==> config.mk <==
export PLATFORM = sky130hd
export DESIGN_NAME = stuffed_frame_receiver
export DESIGN_NICKNAME = d
export VERILOG_FILES = /design/src/rtl/sfr_pkg.sv /design/src/rtl/sfr_parser.sv /design/src/rtl/sfr_out_reg.sv /design/src/rtl/stuffed_frame_receiver.sv
export SDC_FILE = /design/constraint.sdc
export NUM_CORES = 1
export LEC_CHECK = 0
export BUFFER_PORTS_ARGS = -buffer_cell sky130_fd_sc_hd__buf_2
export CAP_MARGIN = 40
export CELL_PAD_IN_SITES_DETAIL_PLACEMENT = 0
export CELL_PAD_IN_SITES_GLOBAL_PLACEMENT = 1
export CORE_MARGIN = 8
export CORE_UTILIZATION = 40
export CTS_BUF_LIST = sky130_fd_sc_hd__clkbuf_4 sky130_fd_sc_hd__clkbuf_8
export DETAILED_ROUTE_END_ITERATION = 8
export GPL_TIMING_DRIVEN = 0
export MAX_ROUTING_LAYER = met4
export PLACE_DENSITY = 0.68
export SETUP_SLACK_MARGIN = 0.02
export SKIP_CTS_REPAIR_TIMING = 1
export SLEW_MARGIN = 10
export SYNTH_ARGS = -nofsm -noshare
export SYNTH_HDL_FRONTEND = slang
export SYNTH_SLANG_ARGS = --single-unit
export TNS_END_PERCENT = 5
==> constraint.sdc <==
create_clock -name clock -period 6.14 [get_ports clock]
set_clock_uncertainty 0.05 [all_clocks]
set_input_delay 0.614 -clock clock [delete_from_list [all_inputs] [get_ports clock]]
set_output_delay 0.614 -clock clock [all_outputs]
set_load 0.02 [all_outputs]
==> src/rtl/sfr_pkg.sv <==
// ----------------------------------------------------------------------------
// sfr_pkg
// Shared types and constants for the stuffed frame receiver.
// ----------------------------------------------------------------------------
package sfr_pkg;

   localparam int BYTE_W                 = 8;
   localparam int COUNT_W                = 4;
   localparam int PAYLOAD_W              = 64;
   localparam int MAX_DATA_BYTES_DEFAULT = 8;

   localparam logic [BYTE_W-1:0] START_BYTE_RESET = 8'h7E;
   localparam logic [BYTE_W-1:0] PAD_BYTE         = 8'h00;

   typedef enum logic [4:0] {
      PH_HUNT = 5'b00001,
      PH_LEN  = 5'b00010,
      PH_DATA = 5'b00100,
      PH_PAD  = 5'b01000,
      PH_SUM  = 5'b10000
   } phase_type;

   typedef enum logic [1:0] {
      ST_GOOD    = 2'd0,
      ST_LEN_ERR = 2'd1,
      ST_PAD_ERR = 2'd2,
      ST_SUM_ERR = 2'd3
   } status_type;

   typedef struct packed {
      logic                 valid;
      status_type           status;
      logic [COUNT_W-1:0]   length;
      logic [PAYLOAD_W-1:0] payload;
   } result_type;

endpackage

==> src/rtl/sfr_parser.sv <==
// ----------------------------------------------------------------------------
// sfr_parser
// Frame state machine, byte store, byte count and running checksum.
// ----------------------------------------------------------------------------
module sfr_parser
   import sfr_pkg::*;
#(
   parameter int MAX_DATA_BYTES = MAX_DATA_BYTES_DEFAULT
) (
   input  logic              clock,
   input  logic              reset,
   input  logic [BYTE_W-1:0] start_byte,
   input  logic              in_accept,
   input  logic [BYTE_W-1:0] rx_byte,
   output result_type        result
);

   localparam int IDX_W = (MAX_DATA_BYTES > 1) ? $clog2(MAX_DATA_BYTES) : 1;

   phase_type          phase_ff, phase_in;
   logic [COUNT_W-1:0] expected_ff, expected_in;
   logic [COUNT_W-1:0] received_ff, received_in;
   logic [COUNT_W-1:0] received_inc;
   logic [BYTE_W-1:0]  sum_ff, sum_in;
   logic [BYTE_W-1:0]  store_ff [MAX_DATA_BYTES];
   logic [BYTE_W-1:0]  store_in [MAX_DATA_BYTES];
   logic [PAYLOAD_W-1:0] packed_payload;

   assign received_inc = received_ff + 4'd1;

   // Bytes at or past the declared length read as zero.
   always_comb begin
      packed_payload = '0;
      for (int i = 0; i < MAX_DATA_BYTES; i++) begin
         if (COUNT_W'(i) < expected_ff) begin
            packed_payload[BYTE_W*i +: BYTE_W] = store_ff[i];
         end
      end
   end

   always_comb begin
      phase_in    = phase_ff;
      expected_in = expected_ff;
      received_in = received_ff;
      sum_in      = sum_ff;
      for (int i = 0; i < MAX_DATA_BYTES; i++) begin
         store_in[i] = store_ff[i];
      end
      result         = '0;
      result.status  = ST_GOOD;

      if (in_accept) begin
         case (phase_ff)
            PH_LEN: begin
               for (int i = 0; i < MAX_DATA_BYTES; i++) begin
                  store_in[i] = '0;
               end
               received_in = '0;
               sum_in      = '0;
               expected_in = '0;
               if (rx_byte == PAD_BYTE) begin
                  phase_in = PH_HUNT;
               end else if (rx_byte > BYTE_W'(MAX_DATA_BYTES)) begin
                  phase_in      = PH_HUNT;
                  result.valid  = 1'b1;
                  result.status = ST_LEN_ERR;
               end else begin
                  expected_in = rx_byte[COUNT_W-1:0];
                  phase_in    = PH_DATA;
               end
            end
            PH_DATA: begin
               store_in[received_ff[IDX_W-1:0]] = rx_byte;
               sum_in      = sum_ff + rx_byte;
               received_in = received_inc;
               if (rx_byte == start_byte) begin
                  phase_in = PH_PAD;
               end else if (received_inc >= expected_ff) begin
                  phase_in = PH_SUM;
               end
            end
            PH_PAD: begin
               if (rx_byte != PAD_BYTE) begin
                  phase_in       = PH_HUNT;
                  result.valid   = 1'b1;
                  result.status  = ST_PAD_ERR;
                  result.length  = expected_ff;
                  result.payload = packed_payload;
               end else if (received_ff < expected_ff) begin
                  phase_in = PH_DATA;
               end else begin
                  phase_in = PH_SUM;
               end
            end
            PH_SUM: begin
               phase_in       = PH_HUNT;
               result.valid   = 1'b1;
               result.status  = (rx_byte == sum_ff) ? ST_GOOD : ST_SUM_ERR;
               result.length  = expected_ff;
               result.payload = packed_payload;
            end
            default: begin
               phase_in = (rx_byte == start_byte) ? PH_LEN : PH_HUNT;
            end
         endcase
      end
   end

   always_ff @(posedge clock) begin
      if (reset) begin
         phase_ff    <= PH_HUNT;
         expected_ff <= '0;
         received_ff <= '0;
         sum_ff      <= '0;
         for (int i = 0; i < MAX_DATA_BYTES; i++) begin
            store_ff[i] <= '0;
         end
      end else begin
         phase_ff    <= phase_in;
         expected_ff <= expected_in;
         received_ff <= received_in;
         sum_ff      <= sum_in;
         for (int i = 0; i < MAX_DATA_BYTES; i++) begin
            store_ff[i] <= store_in[i];
         end
      end
   end

   // A frame in progress never counts more data bytes than it declared.
   a_count_bound: assert property (@(posedge clock) disable iff (reset)
      (phase_ff == PH_DATA || phase_ff == PH_PAD || phase_ff == PH_SUM)
      |-> (received_ff <= expected_ff))
      else $error("received count passed the declared length");

   // Results only come out of the length, pad or checksum phases.
   a_result_phase: assert property (@(posedge clock) disable iff (reset)
      result.valid |-> (phase_ff == PH_LEN || phase_ff == PH_PAD || phase_ff == PH_SUM))
      else $error("result produced outside a closing phase");

   // A length error carries neither length nor payload.
   a_len_err_empty: assert property (@(posedge clock) disable iff (reset)
      (result.valid && result.status == ST_LEN_ERR)
      |-> (result.length == '0 && result.payload == '0))
      else $error("length error result carries data");

   // Every result returns the parser to hunting.
   a_result_hunt: assert property (@(posedge clock) disable iff (reset)
      result.valid |=> (phase_ff == PH_HUNT))
      else $error("parser did not return to hunting after a result");

endmodule

==> src/rtl/sfr_out_reg.sv <==
// ----------------------------------------------------------------------------
// sfr_out_reg
// Result register that holds a finished frame result until it is taken.
// ----------------------------------------------------------------------------
module sfr_out_reg
   import sfr_pkg::*;
(
   input  logic                 clock,
   input  logic                 reset,
   input  result_type           result,
   input  logic                 rsp_stall,
   output logic                 busy,
   output logic                 rsp_valid,
   output logic [1:0]           rsp_status,
   output logic [COUNT_W-1:0]   rsp_frame_length,
   output logic [PAYLOAD_W-1:0] rsp_payload
);

   logic                 valid_ff, valid_in;
   status_type           status_ff;
   logic [COUNT_W-1:0]   length_ff;
   logic [PAYLOAD_W-1:0] payload_ff;

   // A held result that is not being taken blocks new input; one that is
   // leaving this cycle can be replaced in the same cycle.
   assign busy     = valid_ff && rsp_stall;
   assign valid_in = result.valid || busy;

   always_ff @(posedge clock) begin
      if (reset) begin
         valid_ff <= 1'b0;
      end else begin
         valid_ff <= valid_in;
      end
   end

   always_ff @(posedge clock) begin
      if (result.valid) begin
         status_ff  <= result.status;
         length_ff  <= result.length;
         payload_ff <= result.payload;
      end
   end

   assign rsp_valid        = valid_ff;
   assign rsp_status       = status_ff;
   assign rsp_frame_length = length_ff;
   assign rsp_payload      = payload_ff;

endmodule

==> src/rtl/stuffed_frame_receiver.sv <==
// ----------------------------------------------------------------------------
// stuffed_frame_receiver
// Byte-stuffed frame receiver with an 8-bit additive checksum.
// ----------------------------------------------------------------------------
// Usage:
//   Received bytes enter on the req_ channel, one per transfer. A frame is
//   the start byte, a length byte, the data bytes (a data byte equal to the
//   start byte is followed by a zero pad), then the checksum byte.
//   Each frame that gets past a nonzero length byte ends in one transfer on
//   the rsp_ channel: status, declared length and packed payload.
//   The csr_ channel writes the start byte; csr_ready is always high.
//   Throughput is one byte per cycle while req_stall is low. A result is
//   valid on rsp_ in the cycle after the byte that closes the frame, held
//   in the output register. When the receiver stalls a held result,
//   req_stall rises until that result is taken; if it is taken in the same
//   cycle a new byte is still accepted. Reset returns the parser to hunting
//   for a start byte, clears counts, checksum and byte store, empties the
//   output register and sets the start byte to 0x7E.
// ----------------------------------------------------------------------------
module stuffed_frame_receiver
   import sfr_pkg::*;
#(
   parameter int MAX_DATA_BYTES = MAX_DATA_BYTES_DEFAULT
) (
   input  logic                 clock,
   input  logic                 reset,
   input  logic                 req_valid,
   output logic                 req_stall,
   input  logic [BYTE_W-1:0]    req_rx_byte,
   output logic                 rsp_valid,
   input  logic                 rsp_stall,
   output logic [1:0]           rsp_status,
   output logic [COUNT_W-1:0]   rsp_frame_length,
   output logic [PAYLOAD_W-1:0] rsp_payload,
   input  logic                 csr_valid,
   output logic                 csr_ready,
   input  logic [BYTE_W-1:0]    csr_start_byte
);

   logic [BYTE_W-1:0] start_byte_ff;
   logic              in_accept;
   logic              out_busy;
   result_type        result;

   assign csr_ready = 1'b1;

   always_ff @(posedge clock) begin
      if (reset) begin
         start_byte_ff <= START_BYTE_RESET;
      end else if (csr_valid && csr_ready) begin
         start_byte_ff <= csr_start_byte;
      end
   end

   assign req_stall = out_busy;
   assign in_accept = req_valid && !req_stall;

   sfr_parser #(
      .MAX_DATA_BYTES (MAX_DATA_BYTES)
   ) u_parser (
      .clock      (clock),
      .reset      (reset),
      .start_byte (start_byte_ff),
      .in_accept  (in_accept),
      .rx_byte    (req_rx_byte),
      .result     (result)
   );

   sfr_out_reg u_out_reg (
      .clock            (clock),
      .reset            (reset),
      .result           (result),
      .rsp_stall        (rsp_stall),
      .busy             (out_busy),
      .rsp_valid        (rsp_valid),
      .rsp_status       (rsp_status),
      .rsp_frame_length (rsp_frame_length),
      .rsp_payload      (rsp_payload)
   );

endmodule

=== After elaboration in Yosys (flattened, before gate mapping) ===
Memory sizes are Yosys's and may differ from the RTL's.
Index checks and enable logic that the tools add are counted.

* RAM bits: 64
* Flip-flop bits (word level): 100
* Input port bits: 21
* Word-level logic and storage cells: 95
* Latch bits: 0
* Memories kept: 1
* ROM bits: 0

{| class="wikitable"
|+ Memory list
! name !! words !! width !! rd ports !! clocked after Yosys merged registers in !! write ports !! RTL line !! source
|-
| u_parser.store_ff || 8 || 8 || 8 || 0 || 8 || sfr_parser.sv:25 || <nowiki>logic [BYTE_W-1:0] store_ff [MAX_DATA_BYTES];</nowiki>
|}

* Shift-type cells: 0
* Muxes and demuxes: 43
* Bitwise logic cells: 9
* Reduce and logical (&&, ||, !) cells: 11
* Add/subtract/negate cells: 2
* Divide/modulo/power cells: 0
* Multiply operators: 0
* Equal/unequal tests: 7
* Order comparisons: 13

{| class="wikitable"
|+ Operators with widths
! operator !! number
|-
| $mux W71 || 2
|-
| $mux W8 || 17
|-
| $pmux W68 S2 || 1
|-
| $pmux W64 S2 || 1
|-
| $bwmux W64 || 1
|-
| $mux W64 || 1
|-
| $demux W8 S3 || 1
|-
| $mux W5 || 4
|-
| $pmux W5 S4 || 1
|-
| $eq A8 B8 Y1 || 2
|-
| $lt A3 B4 Y1 const A || 4
|-
| $pmux W8 S2 || 1
|-
| $mux W3 || 4
|-
| $pmux W3 S3 || 1
|-
| $add A8 B8 Y8 || 1
|-
| $gt A8 B4 Y1 const B || 1
|-
| $logic_not A8 Y1 || 1
|-
| $lt A1 B4 Y1 const A || 2
|-
| $lt A2 B4 Y1 const A || 2
|-
| $mux W4 || 2
|-
| $or A1 B1 Y1 || 8
|-
| $pmux W4 S2 || 1
|-
| $reduce_bool A8 Y1 || 1
|-
| $reduce_and A2 Y1 || 3
|-
| 17 further kinds || 22
|}

=== Longest topological paths before layout ===
Gate-level depths: netlist of run 1.

* Depth in word-level cells: 9
* Depth in mapped cells: 10
* Mapped depth without buffers: 8

=== Modules after synthesis ===
A second synthesis of run 1 with hierarchy kept.

* Cell total of the unflattened synthesis: 636
* Area, all modules: 6962.9 um^2

{| class="wikitable"
|+ Modules (own cells, without submodules)
! module !! cells each !! area an instance (um^2) !! sequential area each (um^2) !! instances
|-
| sfr_parser || 533 || 4496.8 || 1701.6 || 1
|-
| sfr_out_reg || 74 || 2138.3 || 2122.0 || 1
|-
| stuffed_frame_receiver || 29 || 327.8 || 160.2 || 1
|}

=== Worst setup path after synthesis of run 1 ===
No wires, ideal clock.

* Path kind: input -> register
* Start: in req_rx_byte[1]
* End: reg u_out_reg.length_ff[0] (netlist: u_out_reg.rsp_frame_length[0]), enable pin
* Data required time: 5.569 ns
* Path buffers: 2
* Cell stages on the path: 7
* Arrival time: 4.753 ns
* Path slack: 0.816 ns
* Library setup time: 0.521 ns
* Cell sequence: or3_1 > clkbuf_1 > nor3_2 > o21bai_2 > nand2_2 > buf_6 > a21oi_1

{| class="wikitable"
|+ RTL lines
! element !! RTL line !! source
|-
| start: declaration || stuffed_frame_receiver.sv:29 || <nowiki>input logic [BYTE_W-1:0] req_rx_byte,</nowiki>
|-
| end signal: assignment || sfr_out_reg.sv:40 || <nowiki>length_ff <= result.length;</nowiki>
|-
| end: declaration || sfr_out_reg.sv:21 || <nowiki>logic [COUNT_W-1:0] length_ff;</nowiki>
|}

==> impl_metrics.ini, run 1 <==
[status]
outcome = finished clean

[clock_tree]
insertion_delay_ps = 470
root_buffer = clkbuf_8
cts_tree = done
cts.clk_slew.worst_paths_ps = 90
htreeDepth = 4
cts.sinks = 164
numCtsBuffers = 17
clockBufferDepth = 2

[worst_setup_path]
cpMaxStageDelayCell = o31ai_1
crit_end = u_out_reg.rsp_payload[9]
r2r_setup_slack_ps = 3380
crit_arrival_ps = 2950
crit_path_end_kind = flip-flop
worst-path-buf-inv = 3
path_cells = buf_2, or3_1, clkbuf_1, maj3_1, o31ai_1, a21oi_4, buf_12
path_class = input pin to flip-flop
r2r_start = u_parser.received_ff[0]
start_kind = input pin
path_max_fanout = 31
cpPeakStageDelay_ps = 640
rr_endpoint = u_parser.phase_ff[1]
crit_start = req_rx_byte[1]
cp_data_required_time_ps = 6310
critPathTopFamily = compound AO/OA/AOI/OAI gates
r2r_cells = 10
cp.depth = 7

[cells_and_area]
stdcell_area_um2 = 8080
seqCellArea_um2 = 3980
diodes = 0
areaGrowthSynthToFinish_pct = 18.2
multiInputGateArea_um2 = 2650
final_cell_mix = 106 x buf_2, 102 x nor2_1, 94 x dfxtp_1
fin_util_pct = 47.5
final_common_cell = buf_2
nets = 771
num-fill-cells = 1610
drive_gt1_share_pct = 21.2

[logic_synthesis]
netlist_instances = 618
postSynthNetCount = 656
yosys_warnings = 0
syn_area_per_cell_um2 = 11.1
synth_enable_flop_cells = 70
muxShareOfSynthArea_pct = 0.732
yosys.area.top_type = edfxtp_1
synthFlopType = dfxtp_1
synth-compound-area-share_pct = 15.2
syn_area_um2 = 6840
synthAdderAreaFrac_pct = 3.37
yosys.area_share.simple_pct = 17.0
synthArstFlopShare_pct = 0
synth.area.top_cells = edfxtp_1 31%, dfxtp_1 28%, a32oi_1 8.2%
yosysSeqAreaShare_pct = 58.3
yosys.area.top_type_share_pct = 30.7
yosys.cell_types.count = 50
synth_seq_cells = 164
synth-xor-area-share_pct = 2.31
synth_top_family_by_area = simple AND/OR/NAND/NOR gates

[die]
start_util_pct = 40.2
die_h_um = 147
rows = 48
die_area_um2 = 21500
ioPinCount = 94
core_area_um2 = 17000
die_width_um = 147

[timing]
hold_viol = 0
worst_pin_slew_ps = 904
max_freq_mhz = 360
hold_slack_ps = 292
maxSlewHeadroom_pct = 39.7
setup_viol = 0
finalCritPeriodShare_pct = 45.3
tns_ps = 0
final.min_clock_period_ps = 2780
slew_viol_final = 0
rsz0062_at_grt = no

[grt]
met1_usage_pct = 21.1
antenna_found_initial = 0
track_usage_pct = 17.2
first_global_vias = 5035
grt_pass1_wl_mm = 28.1
grt_start_max_net_pins = 32
grt_use_met3_pct = 4.55
met2_usage_pct = 27.1
overflow = 0
busiest_layer = met2

[min_path]
min_from = csr_start_byte[6]
min-delay-path-class = input pin to flip-flop

[flow_run]
cap_violations = 0

[detailed_routing]
drt_iter0_drc = 340
vias = 5209
via_per_inst = 5.36
drtAntennaViolNets = 0
drc_errors = 0
wl_mm = 18.0
wl_per_cell_um = 18.5
dr.pass1.iters = 5

[power_and_ir_drop]
ir_drop_v = 0.000120
powerDensity_nw_per_um2 = 254
p_total_mw = 2.05
p_leak_nw = 2.92

[placed_design]
placed_area_um2 = 7640
portBuffers = 91
place.gp.congestion = 0.853
dp_hpwl_mm = 12.4
## power by group
group | total, mW | leakage (nW) | switching [mW] | internal, mW
logic | 0.0792 | 1.37 | 0.0537 | 0.0255
registers | 1.14 | 1.35 | 0.00322 | 1.13
clock network | 0.834 | 0.204 | 0.411 | 0.423
total | 2.05 | 2.92 | 0.468 | 1.58
## layout make-up
type / instances / share of cell area (%)
plain buffers: 41 / 2.32
clock inverters: 13 / 2.17
flip-flops and latches: 164 / 49.3
repair buffers: 96 / 6.41
well taps: 225 / 3.49
inverters: 7 / 0.325
clock buffers: 19 / 3.16
multi-input cells: 406 / 32.8
## worst min-delay path by stage
stage | endpoint | slack (ps) | cells after the start
floorplan | u_parser.store_ff[0][0] | 400 | 2
global placement | u_parser.store_ff[1][14] | 410 | 2
detailed placement | u_parser.store_ff[0][27] | 410 | 2
CTS | start_byte_ff[6] | 270 | 2
global route | start_byte_ff[6] | 270 | 2
finish | start_byte_ff[6] | 290 | 2
## metrics by stage
stage / cells / setup WS, ps
after global routing: 971 / 3150
after CTS: 970 / 3410
after global placement: 934 / -811
after detailed placement: 938 / 2910
after floorplan: 618 / 816
final: 971 / 3360
## cells by family after synthesis
kind of cell	count (synthesis)
xor+xnor	18
simple gates	230
other cells	1
buf+inv	48
fa+ha+maj	18
mux	5
flops	164
compound gates	134
## registers in the layout, indices dropped and copies added (netlist names)
register,flops
u_parser.sum_ff,8
u_parser.store_ff,64
u_parser.received_ff,4
u_out_reg.rsp_valid,1
u_parser.expected_ff,4
u_out_reg.rsp_frame_length,4
u_out_reg.rsp_status,2
u_parser.phase_ff,5
u_out_reg.rsp_payload,64
start_byte_ff,8
## Yosys cell counts, types with 9 or more instances
cell type,number
a21oi_1,21
a22oi_1,9
a32oi_1,64
and2_1,59
and3_1,14
buf_2,12
clkbuf_1,23
dfxtp_1,94
edfxtp_1,70
ha_1,16
nand2_1,13
nand3_1,10
nor2_1,102
xnor2_1,14
## routing by layer
layer,share of wire [%],vias to the layer above
met2,47,157
met1,45,2527
met4,1.3,0
met3,6.1,18
met5,0,-
li1,-,2507
Power figures use the tool's default switching activity.
==> run 2: changes to the inputs <==
ABC_AREA = 1   (was default)
PLACE_DENSITY = 0.74   (was 0.68)
clock period = 2.53 ns   (was 6.14 ns; I/O delays follow)
==> run 2 against run 1 <==
Die area up 3.6%. Critical endpoint is now u_parser.phase_ff[0]. Sequential power up 140%. Core utilization up 0.96 points.
==> impl_metrics.ini, run 2 <==
[status]
outcome = finished clean

[timing]
slew_viol_final = 0
max_freq_mhz = 448
setup_viol = 0
hold_viol = 0
finalCritPeriodShare_pct = 88.2
maxSlewHeadroom_pct = 52.8
rsz0062_at_grt = no
worst_pin_slew_ps = 705
final.min_clock_period_ps = 2230

[clock_tree]
htreeDepth = 4
cts_tree = done
cts.clk_slew.worst_paths_ps = 90
insertion_delay_ps = 460
numCtsBuffers = 17
cts.sinks = 164
clockBufferDepth = 2
root_buffer = clkbuf_8

[cells_and_area]
diodes = 0
drive_gt1_share_pct = 18.7
num-fill-cells = 1776
final_common_cell = nand2_1
stdcell_area_um2 = 8420
multiInputGateArea_um2 = 2760
seqCellArea_um2 = 3980
final_cell_mix = 264 x nand2_1, 98 x buf_2, 94 x a21oi_1, 94 x dfxtp_1, 91 x nor2_1
areaGrowthSynthToFinish_pct = 18.3
nets = 992
layoutNonFillerInstCount = 1192

[die]
core_area_um2 = 17400
die_h_um = 149
rows = 48
die_width_um = 149
die_area_um2 = 22300
start_util_pct = 41.0
ioPinCount = 94

[logic_synthesis]
postSynthNetCount = 866
synthFlopType = dfxtp_1
synth_common_cells = 265 x nand2_1, 94 x a21oi_1, 94 x dfxtp_1
synth_enable_flop_cells = 70
yosys.area.top_type = edfxtp_1
yosysMostFrequentCell = nand2_1
syn_area_per_cell_um2 = 8.59
yosys.area.top_type_share_pct = 29.6
yosysSeqAreaShare_pct = 56.0
synth_seq_cells = 164
syn_area_um2 = 7110
yosys_warnings = 0
netlist_instances = 828
yosys.cell_types.count = 35
synthArstFlopShare_pct = 0
synth.area.top_cells = edfxtp_1 30%, dfxtp_1 26%, nand2_1 14%

[placed_design]
dp.cells = 1145
portBuffers = 91
place.gp.congestion = 0.844
placed_area_um2 = 7880
dp_hpwl_mm = 12.7

[detailed_routing]
via_per_inst = 4.84
dr.pass1.iters = 6
drc_errors = 0
wl_mm = 18.1
drt_iter0_drc = 428
drtAntennaViolNets = 0
wl_per_cell_um = 15.2
vias = 5766

[grt]
first_global_vias = 5328
grt_start_max_net_pins = 42
grt_pass1_wl_mm = 28.5
track_usage_pct = 16.9
antenna_found_initial = 0
overflow = 0

[power_and_ir_drop]
ir_drop_v = 0.000283
p_leak_nw = 3.13
powerDensity_nw_per_um2 = 585

[worst_setup_path]
cp_data_required_time_ps = 2820
crit_path_end_kind = flip-flop
path_class = flip-flop to flip-flop
crit_arrival_ps = 2520
path_max_fanout = 7
start_kind = flip-flop

[flow_run]
cap_violations = 0

[min_path]
min-delay-path-class = input pin to flip-flop
==> run 2: cell types whose count changed after synthesis, sizes merged, moves of 9 or more <==
cell    previous run  this run
nand2             14       267
a21oi             25        94
a32oi             64         0
and2              60         0
inv                7        60
nand3             10        38
and3              14         0
clkbuf            23        11
a22oi              9         0
==> run 2: cells by family after synthesis <==
logic type | after synthesis | synth area share, %
and+or+nand+nor | 428 | 25.4
DFF | 164 | 56.0
AOI/OAI and AO/OA | 123 | 9.25
buffers and inverters | 87 | 5.21
adders and majority gates | 17 | 3.10
xor gates and xnor gates | 8 | 0.985
other | 1 | 0.0527
==> run 2: worst max-delay path, stage by stage (launching register included) <==
cell	delay [ps]
dfxtp_1	340
buf_2	230
nand3_1	160
xnor2_1	230
ha_1	280
nand2_1	70
inv_1	50
nand3_1	60
nand3_1	100
nor2_1	120
nand2_1	110
nand2_2	120
inv_1	80
nand2_1	60
nand3_1	50
==> run 2: path summary, 6_finish.rpt <==
kind	startpoint	endpoint	slack, ps	cells past startpoint
worst min-delay path	csr_start_byte[0]	start_byte_ff[0]	30	3
worst max register to register	u_parser.received_ff[2]	u_parser.phase_ff[0]	300	14
worst max-delay path	u_parser.received_ff[2]	u_parser.phase_ff[0]	300	14
worst min register to register	u_parser.store_ff[0][9]	u_parser.store_ff[0][9]	410	2
==> run 2: power breakdown <==
part / total [mW] / switching (mW) / internal (mW)
Combinational: 0.226 / 0.151 / 0.0744
Clock: 1.92 / 0.972 / 0.953
Sequential: 2.77 / 0.0112 / 2.76
Total: 4.92 / 1.13 / 3.79
==> run 2: per-stage QoR <==
| step | setup WS, ps | hold slack (ps) | TNS, ps | power, mW | utilization [%] |
|---|---|---|---|---|---|
| after floorplan | 31.5 | 325 | 0 | 2.97 | - |
| after global placement | -851 | 400 | -58640 | 3.05 | 45.3 |
| after detailed placement | -285 | 403 | -12540 | 3.05 | 45.4 |
| after CTS | -83.4 | -77.6 | -2990 | 4.96 | 47.7 |
| after global routing | 34.7 | 51.3 | 0 | 5.11 | 48.5 |
| final | 297 | 26.3 | 0 | 4.92 | 48.5 |
==> run 2: cell type report <==
type,count,share of cell area (%)
clock buffers,20,3.27
flip-flops and latches,164,47.3
clock inverters,12,1.50
plain buffers,26,1.71
repair inverters,1,0.0892
well taps,225,3.35
repair buffers,106,7.11
multi-input cells,577,32.8
inverters,61,2.81
==> run 2: per-layer routing <==
layer  vias to the layer above  share of wire [%]  track usage, %
met4                         0                1.8            5.96
met1                      2654                 48            22.0
met5                         -                  0               -
met2                       121                 46            25.7
met3                        25                4.4            3.28
li1                       2966                  -               -
